### config.mk
export PLATFORM = sky130hd
export DESIGN_NAME = cfba_ctrl
export DESIGN_NICKNAME = d
export VERILOG_FILES = /design/src/rtl/core/cfba_pkg.sv /design/src/rtl/core/cfba_ctrl.sv
export SDC_FILE = /design/constraint.sdc
export NUM_CORES = 1
export LEC_CHECK = 0
export BUFFER_PORTS_ARGS = -buffer_cell sky130_fd_sc_hd__buf_2
export CORE_MARGIN = 2
export CORE_UTILIZATION = 30
export DETAILED_ROUTE_END_ITERATION = 6
export PLACE_DENSITY_LB_ADDON = 0.12
export SYNTH_ARGS = -nofsm -noshare
export SYNTH_HDL_FRONTEND = slang
export SYNTH_SLANG_ARGS = --single-unit
### constraint.sdc
create_clock -name clk_i -period 6.11 [get_ports clk_i]
set_input_delay 0.611 -clock clk_i [delete_from_list [all_inputs] [get_ports clk_i]]
set_output_delay 0.611 -clock clk_i [all_outputs]
set_load 0.005 [all_outputs]
### src/rtl/core/cfba_pkg.sv
package cfba_pkg;

  localparam int unsigned CACHE_ENTRIES_DEF = 100;
  localparam int unsigned MAX_BLOCKS_DEF    = 4096;

  localparam int unsigned BLK_W = 12;
  localparam int unsigned CFG_W = 13;

  typedef enum logic [1:0] {
    ST_OK      = 2'd0,
    ST_NOSPACE = 2'd1,
    ST_INVALID = 2'd2
  } cfba_status_e;

  typedef enum logic {
    REQ_ALLOC = 1'b0,
    REQ_FREE  = 1'b1
  } cfba_req_e;

  typedef struct packed {
    logic               req_type;
    logic [BLK_W-1:0]   block_in;
  } cfba_req_t;

  typedef struct packed {
    logic [BLK_W-1:0]   block_out;
    cfba_status_e       status;
  } cfba_rsp_t;

endpackage

### src/rtl/core/cfba_ctrl.sv
module cfba_ctrl #(
  parameter int unsigned CACHE_ENTRIES = cfba_pkg::CACHE_ENTRIES_DEF,
  parameter int unsigned MAX_BLOCKS    = cfba_pkg::MAX_BLOCKS_DEF,
  localparam int unsigned NBLK = (MAX_BLOCKS > 4096) ? 4096 : MAX_BLOCKS,
  localparam int unsigned REC  = CACHE_ENTRIES + 1,
  localparam int unsigned CAW  = $clog2(CACHE_ENTRIES),
  localparam int unsigned CHW  = $clog2(NBLK * REC)
) (
  input  logic                       clk_i,
  input  logic                       rst_ni,
  input  logic                       start,
  output logic                       busy,
  input  cfba_pkg::cfba_req_t        req_i,
  output logic                       done_o,
  output cfba_pkg::cfba_rsp_t        rsp_o,
  input  logic                       cfg_we_i,
  input  logic [cfba_pkg::CFG_W-1:0] cfg_wdata_i,
  output logic                       cache_we_o,
  output logic                       cache_re_o,
  output logic [CAW-1:0]             cache_addr_o,
  output logic [cfba_pkg::BLK_W-1:0] cache_wdata_o,
  input  logic [cfba_pkg::BLK_W-1:0] cache_rdata_i,
  output logic                       chain_we_o,
  output logic                       chain_re_o,
  output logic [CHW-1:0]             chain_addr_o,
  output logic [cfba_pkg::BLK_W-1:0] chain_wdata_o,
  input  logic [cfba_pkg::BLK_W-1:0] chain_rdata_i
);
  import cfba_pkg::*;

  localparam int unsigned CNW = $clog2(CACHE_ENTRIES + 1);

  localparam logic [CNW-1:0]   CE_C   = CNW'(CACHE_ENTRIES);
  localparam logic [CNW-1:0]   CE_M1  = CNW'(CACHE_ENTRIES - 1);
  localparam logic [CNW-1:0]   ONE_C  = CNW'(1);
  localparam logic [BLK_W-1:0] CE_W   = BLK_W'(CACHE_ENTRIES);
  localparam logic [CHW-1:0]   REC_C  = CHW'(REC);
  localparam logic [16:0]      MAXB_C = 17'(MAX_BLOCKS);

  localparam logic [3:0] S_IDLE    = 4'd0;
  localparam logic [3:0] S_EXEC    = 4'd1;
  localparam logic [3:0] S_POP     = 4'd2;
  localparam logic [3:0] S_SP_COPY = 4'd3;
  localparam logic [3:0] S_SP_END  = 4'd4;
  localparam logic [3:0] S_RF_HDR  = 4'd5;
  localparam logic [3:0] S_RF_CNT  = 4'd6;
  localparam logic [3:0] S_RF_COPY = 4'd7;

  logic [3:0]       state_q, state_d;
  logic [CNW-1:0]   count_q, count_d;
  logic [CFG_W-1:0] fs_size_q;
  logic             done_q, done_d;
  cfba_rsp_t        rsp_q, rsp_d;

  logic [CNW-1:0]   idx_q, idx_d;
  logic [CHW-1:0]   caddr_q, caddr_d;
  logic [BLK_W-1:0] blk_q, blk_d;
  logic             req_q, req_d;

  logic             blk_bad;
  logic             pop_bad;
  logic [CNW-1:0]   cnt_m1;

  assign blk_bad = (blk_q == '0) || ({1'b0, blk_q} >= fs_size_q)
                || ({5'd0, blk_q} >= MAXB_C);
  assign pop_bad = ({5'd0, cache_rdata_i} >= MAXB_C);
  assign cnt_m1  = count_q - ONE_C;

  always_comb begin
    state_d       = state_q;
    count_d       = count_q;
    idx_d         = idx_q;
    caddr_d       = caddr_q;
    blk_d         = blk_q;
    req_d         = req_q;
    done_d        = 1'b0;
    rsp_d         = rsp_q;
    cache_we_o    = 1'b0;
    cache_re_o    = 1'b0;
    cache_addr_o  = '0;
    cache_wdata_o = '0;
    chain_we_o    = 1'b0;
    chain_re_o    = 1'b0;
    chain_wdata_o = '0;

    unique case (state_q)
      S_IDLE: begin
        if (start) begin
          req_d   = req_i.req_type;
          blk_d   = req_i.block_in;
          caddr_d = CHW'(req_i.block_in) * REC_C;
          state_d = S_EXEC;
        end
      end

      S_EXEC: begin
        if (req_q == REQ_FREE) begin
          if (blk_bad) begin
            state_d         = S_IDLE;
            done_d          = 1'b1;
            rsp_d.block_out = '0;
            rsp_d.status    = ST_INVALID;
          end else if (count_q == '0) begin
            // Put back the end marker, then push on the next pass.
            cache_we_o = 1'b1;
            count_d    = ONE_C;
          end else if (count_q >= CE_C) begin
            // Write the count word and start streaming the cache out.
            chain_we_o    = 1'b1;
            chain_wdata_o = BLK_W'(count_q);
            caddr_d       = caddr_q + CHW'(1);
            cache_re_o    = 1'b1;
            idx_d         = ONE_C;
            state_d       = S_SP_COPY;
          end else begin
            cache_we_o      = 1'b1;
            cache_addr_o    = count_q[CAW-1:0];
            cache_wdata_o   = blk_q;
            count_d         = count_q + ONE_C;
            state_d         = S_IDLE;
            done_d          = 1'b1;
            rsp_d.block_out = '0;
            rsp_d.status    = ST_OK;
          end
        end else begin
          if (count_q == '0) begin
            state_d         = S_IDLE;
            done_d          = 1'b1;
            rsp_d.block_out = '0;
            rsp_d.status    = ST_NOSPACE;
          end else begin
            cache_re_o   = 1'b1;
            cache_addr_o = cnt_m1[CAW-1:0];
            count_d      = cnt_m1;
            state_d      = S_POP;
          end
        end
      end

      S_POP: begin
        if (cache_rdata_i == '0) begin
          count_d         = '0;
          state_d         = S_IDLE;
          done_d          = 1'b1;
          rsp_d.block_out = '0;
          rsp_d.status    = ST_NOSPACE;
        end else if ((count_q == '0) && !pop_bad) begin
          blk_d   = cache_rdata_i;
          caddr_d = CHW'(cache_rdata_i) * REC_C;
          state_d = S_RF_HDR;
        end else begin
          state_d         = S_IDLE;
          done_d          = 1'b1;
          rsp_d.block_out = cache_rdata_i;
          rsp_d.status    = ST_OK;
        end
      end

      S_SP_COPY: begin
        chain_we_o    = 1'b1;
        chain_wdata_o = cache_rdata_i;
        caddr_d       = caddr_q + CHW'(1);
        if (idx_q != CE_C) begin
          cache_re_o   = 1'b1;
          cache_addr_o = idx_q[CAW-1:0];
          idx_d        = idx_q + ONE_C;
        end else begin
          state_d = S_SP_END;
        end
      end

      S_SP_END: begin
        cache_we_o      = 1'b1;
        cache_wdata_o   = blk_q;
        count_d         = ONE_C;
        state_d         = S_IDLE;
        done_d          = 1'b1;
        rsp_d.block_out = '0;
        rsp_d.status    = ST_OK;
      end

      S_RF_HDR: begin
        chain_re_o = 1'b1;
        caddr_d    = caddr_q + CHW'(1);
        state_d    = S_RF_CNT;
      end

      S_RF_CNT: begin
        count_d    = (chain_rdata_i > CE_W) ? CE_C : chain_rdata_i[CNW-1:0];
        chain_re_o = 1'b1;
        caddr_d    = caddr_q + CHW'(1);
        idx_d      = '0;
        state_d    = S_RF_COPY;
      end

      S_RF_COPY: begin
        cache_we_o    = 1'b1;
        cache_addr_o  = idx_q[CAW-1:0];
        cache_wdata_o = chain_rdata_i;
        if (idx_q != CE_M1) begin
          chain_re_o = 1'b1;
          caddr_d    = caddr_q + CHW'(1);
          idx_d      = idx_q + ONE_C;
        end else begin
          state_d         = S_IDLE;
          done_d          = 1'b1;
          rsp_d.block_out = blk_q;
          rsp_d.status    = ST_OK;
        end
      end

      default: begin
        state_d = S_IDLE;
      end
    endcase
  end

  always_ff @(posedge clk_i or negedge rst_ni) begin
    if (!rst_ni) begin
      state_q   <= S_IDLE;
      count_q   <= ONE_C;
      fs_size_q <= '0;
      done_q    <= 1'b0;
    end else begin
      state_q <= state_d;
      count_q <= count_d;
      done_q  <= done_d;
      if (cfg_we_i) begin
        fs_size_q <= cfg_wdata_i;
      end
    end
  end

  always_ff @(posedge clk_i) begin
    idx_q   <= idx_d;
    caddr_q <= caddr_d;
    blk_q   <= blk_d;
    req_q   <= req_d;
    rsp_q   <= rsp_d;
  end

  assign busy         = (state_q != S_IDLE);
  assign done_o       = done_q;
  assign rsp_o        = rsp_q;
  assign chain_addr_o = caddr_q;

endmodule

Yosys cells after proc, flatten, opt, wreduce, memory -nomap -nowiden

Cells that the tools add are included.

Output and inout port bits: 70
Word-level logic and storage cells: 156
Register bits: 78
Input bits: 54

Add/sub/neg operators: 4
Multipliers: 2
Eq/ne operators: 28
Multiplexer cells: 88
Reductions and logical operators: 21
Magnitude comparators: 3

Operator list:

| cell                                                | number |
|---|---|
| two-way mux 7 bit                                   | 23 |
| two-way mux 19 bit                                  | 8 |
| two-way mux 14 bit                                  | 8 |
| case mux 19 bit (5 select lines)                    | 1 |
| two-way mux 12 bit                                  | 7 |
| case mux 14 bit (4 select lines)                    | 1 |
| case mux 7 bit (4 select lines)                     | 2 |
| case mux 12 bit (2 select lines)                    | 2 |
| multiplier 12 x 7 -> 19 bit, second input constant  | 2 |
| case mux 12 bit (3 select lines)                    | 1 |
| case mux 4 bit (7 select lines)                     | 1 |
| logical NOT 12 bit                                  | 2 |
| two-way mux 4 bit                                   | 6 |
| != test 2 bit, second input constant                | 12 |
| case mux 7 bit (3 select lines)                     | 1 |
| adder 19 x 1 -> 19 bit, second input constant       | 1 |
| two-way mux 1 bit                                   | 18 |
| == test 4 x 3 -> 1 bit, second input constant       | 4 |
| nonzero test 4 bit                                  | 4 |
| adder 7 x 1 -> 7 bit, second input constant         | 2 |
| != test 7 bit, second input constant                | 2 |
| greater-or-equal comparator 12 x 13 -> 1 bit        | 1 |
| > comparator 12 x 7 -> 1 bit, second input constant | 1 |
| != test 3 bit, second input constant                | 4 |
| 22 further kinds                                    | 32 |

Longest topological paths before layout

Depth after elaboration: 6
Mapped depth: 16
Mapped depth without buffers: 15

Worst setup path after synthesis

OpenSTA, ideal clock, no wires.

Kind: input to register
Start: input port cache_rdata_i[5] (netlist name)
End: register caddr_q[18], in the netlist chain_addr_o[18], data pin
Setup slack: 1.922 ns
Stages: 15
Arrival: 3.919 ns
Setup time: 0.269 ns
Data required time: 5.841 ns
Cells stage by stage: inv_1 > ha_1 > fa_1 > ha_1 > inv_1 > fa_1 > inv_1 > ha_1 > clkbuf_1 > and3_1 > a211oi_1 > nand3b_1 > a311oi_1 > mux2i_1 > nand4_1

Cells in the longest elaborated chain, start to end: 4

Ends and longest elaborated chain:

| item                             | line             | source |
|---|---|---|
| start: declaration               | cfba_ctrl.sv:22  | `input logic [cfba_pkg::BLK_W-1:0] cache_rdata_i,` |
| multiplier 12 x 7 -> 19 bit      | cfba_ctrl.sv:149 | `caddr_d = CHW'(cache_rdata_i) * REC_C;` |
| two-way mux 19 bit               | cfba_ctrl.sv:147 | `end else if ((count_q == '0) && !pop_bad) begin` |
| two-way mux 19 bit               | cfba_ctrl.sv:141 | `if (cache_rdata_i == '0) begin` |
| case mux 19 bit (5 select lines) | cfba_ctrl.sv:86  | `unique case (state_q)` |
| via caddr_d[18]                  | cfba_ctrl.sv:56  | `logic [CHW-1:0] caddr_q, caddr_d;` |
| end signal: assignment           | cfba_ctrl.sv:236 | `caddr_q <= caddr_d;` |
| end: declaration                 | cfba_ctrl.sv:56  |  |

The timed path passes the listed nets, and every way through them passes these cells. The select of a mux whose other input is x is not followed.
A chain may end at the register's enable or synchronous reset.

Worst setup path after layout

Same ends and word-level chain as after synthesis.

==> impl_metrics.tcl <==
set metrics [dict create \
    drt_iter0_drc 598 \
    max_stage_delay_ps 500 \
    syn_inst 949 \
    syn_avg_cell_area_sq_um 8.969 \
    ys.flop_type "edfxtp_1" \
    critical_path.endpoint_type "register" \
    skew_ps 16.32 \
    cts.sink_count 77 \
    postCtsSetupRepairBufs 0 \
    fin_util 0.3495 \
    cp_data_required_time_ps 6200 \
    port_buffers 123 \
    final-max-slew-violation-count 0 \
    grt_overflow 0 \
    synth_fp_nets 1161 \
    gp_congestion 0.8879 \
    cts_buffer_depth 2 \
    layout_commonest_cell "ha_1" \
    nNetsFinal 1265 \
    vias 7456 \
    multi_input_area_sq_um 5704 \
    relSlewSlack 0.3333 \
    grt_pass1_wl_mm 43.43 \
    finalSetupViolCount 0 \
    regArea_sq_um 2193 \
    synth_seq_area_share 0.2577 \
    cts.hold.buffers_added 0 \
    ios 124 \
    crit_slowest_cell "fa_1" \
    p_per_area_nw_per_um2 446.3 \
    total_power_mw 4.346 \
    crit_fanout 8 \
    grt_pass1_vias 7534 \
    worstSetupStartpoint "cache_rdata_i[5]" \
    nFillCells 2986 \
    cts_root_buf "clkbuf_16" \
    htree_levels 3 \
    rows 61 \
    min_period_ps 4311 \
    rsz0062_at_grt "no" \
    netlist_area_sq_um 8512 \
    synthDistinctLibCells 79 \
    core_sq_um 27860 \
    initial_core_util 0.3055 \
    path_cells "buf_2, inv_1, ha_1, fa_1, ha_1, inv_1, fa_1, inv_1, ha_1, and3_1, a211oi_1, nand3b_1, a311oi_1, mux2i_1, nand4_1" \
    wl_mm 27.83 \
    r2r-start "state_q[1]" \
    status "finished clean" \
    die_y_um 172.4 \
    drc 0 \
    cts_tree "done" \
    hpwlAfterDp_mm 22.31 \
    layout-drive-gt1-share 0.1626 \
    setup_tns_ps 0 \
    antenna_found_initial 0 \
    cap_violations 0 \
    r2r_slack_ps 2560 \
    fmax_mhz 232.0 \
    area_growth_pct 14.39 \
    irDropWorstVdd_v 0.0002246 \
    clk_pin_slew_ps 80 \
    die_area_sq_um 29740 \
    clk_latency_ps 360 \
    detail-route-antenna-nets 0 \
    hold_viol_final 0 \
    synth-edff-count 53 \
    tightestPinTransition_ps 1000 \
    ys_warn_count 0 \
    antenna-diode-count 0 \
    wl_per_cell_um 19.38 \
    grt_max_degree 32 \
    final_cell_mix "ha_1, buf_2, inv_1" \
    viasPerCell 5.192 \
    die_x_um 172.4 \
    cts_buffers 9 \
    cts.repair.resized 0 \
    ys_async_sr_fraction 0.3117 \
    synth-seq-cells 77 \
    p_leak_nw 4.662 \
    hp-class "in2async" \
    grt_usage 0.1919 \
    drt_pass1_iterations 5 \
    critical_path_class "in2reg" \
    worstSetupStartpointType "input pin" \
    min_period_over_period 0.7055 \
    crit_arrival_ps 4400 \
]
==> layout make-up <==
type	count	share of cell area
multi-input cells	728	0.5858
clock inverters	7	0.006554
well taps	378	0.04857
clock buffers	9	0.02313
flip-flops and latches	77	0.2253
inverters	105	0.04048
repair buffers	132	0.07016
==> worst paths after layout <==
| kind | to | cells after the start |
|---|---|---|
| max in group asynchronous | state_q[0] | 1 |
| worst min register to register | fs_size_q[0] | 1 |
| min in group clk_i | req_q | 1 |
| worst max register to register | rsp_o[7] | 7 |
| worst max-delay path | chain_addr_o[18] | 15 |
| worst min-delay path | fs_size_q[9] | 1 |
==> cell usage after synthesis, drive strengths merged (7+ instances only) <==
| library cell | number | area [sq um] |
|---|---|---|
| a31oi | 14 | 87.58 |
| nand2b | 9 | 56.30 |
| a211oi | 9 | 80.08 |
| xnor2 | 24 | 210.2 |
| fa | 27 | 540.5 |
| nand4 | 11 | 68.82 |
| edfxtp | 53 | 1592 |
| xor2 | 24 | 210.2 |
| nor2 | 57 | 214.0 |
| nor4 | 8 | 50.05 |
| mux2i | 8 | 80.08 |
| inv | 104 | 390.4 |
| ha | 131 | 1639 |
| dfrtp | 23 | 575.6 |
| a22o | 26 | 229.0 |
| nand3b | 8 | 60.06 |
| nor3 | 23 | 120.1 |
| o21ai | 57 | 285.3 |
| nand2 | 87 | 326.6 |
| a21oi | 43 | 215.2 |
| o21a | 7 | 52.55 |
| clkbuf | 30 | 142.6 |
| a21o | 12 | 90.09 |
| nand3 | 29 | 145.1 |
| mux2 | 7 | 78.83 |
| buf | 9 | 90.09 |
| and3 | 16 | 101.4 |
| a22oi | 7 | 52.55 |
==> state kept, by name, summed over array words and instances (netlist names) <==
name and flops:
req_q 1, done_o 1, count_q 7, rsp_o 14
blk_q 12, idx_q 7, state_q 3, fs_size_q 13
chain_addr_o 19
==> where the power goes <==
part	total [mW]	leakage (nW)	internal (mW)	switching, mW
combinational	2.57	3.71	1.02	1.54
sequential	1.22	0.804	0.914	0.307
clock	0.558	0.145	0.286	0.272
==> routing by layer <==
| metal | vias to the layer above | wire, um | global-route usage |
|---|---|---|---|
| met5 | - | 0 | 0 |
| met3 | 26 | 1192 | 0.02380 |
| met1 | 3607 | 12760 | 0.2542 |
| met2 | 190 | 13230 | 0.3285 |
| li1 | 3633 | - | - |
| met4 | 0 | 650 | 0.05298 |
==> worst max-delay path, delay by kind of cell <==
family / cells / cell delay (ps)
compound gates: 2 / 670
fa+ha+maj: 5 / 1950
buf+inv: 4 / 400
mux: 1 / 230
simple gates: 3 / 540
==> metrics by stage <==
stage	setup slack (ps)	instance area [sq um]	hold WS (ps)	std cells
finish	1799	9737	260.5	1436
global route	1517	9737	303.2	1436
CTS	1777	9737	284.9	1436
detailed placement	1447	9448	517.5	1420
global placement	1509	9448	499.4	1420
floorplan	1922	8512	315.4	949
==> logic make-up (layout without fill, tap and decap cells) <==
group,count (synthesis),in the layout,synth area share
AOI/OAI and AO/OA,230,230,0.1857
xor gates and xnor gates,48,48,0.04939
adders and majority gates,158,158,0.2561
buffers and inverters,144,253,0.07364
DFF,77,77,0.2577
muxes,15,15,0.01867
and+or+nand+nor,277,277,0.1589
(Power assumes the default switching activity.)
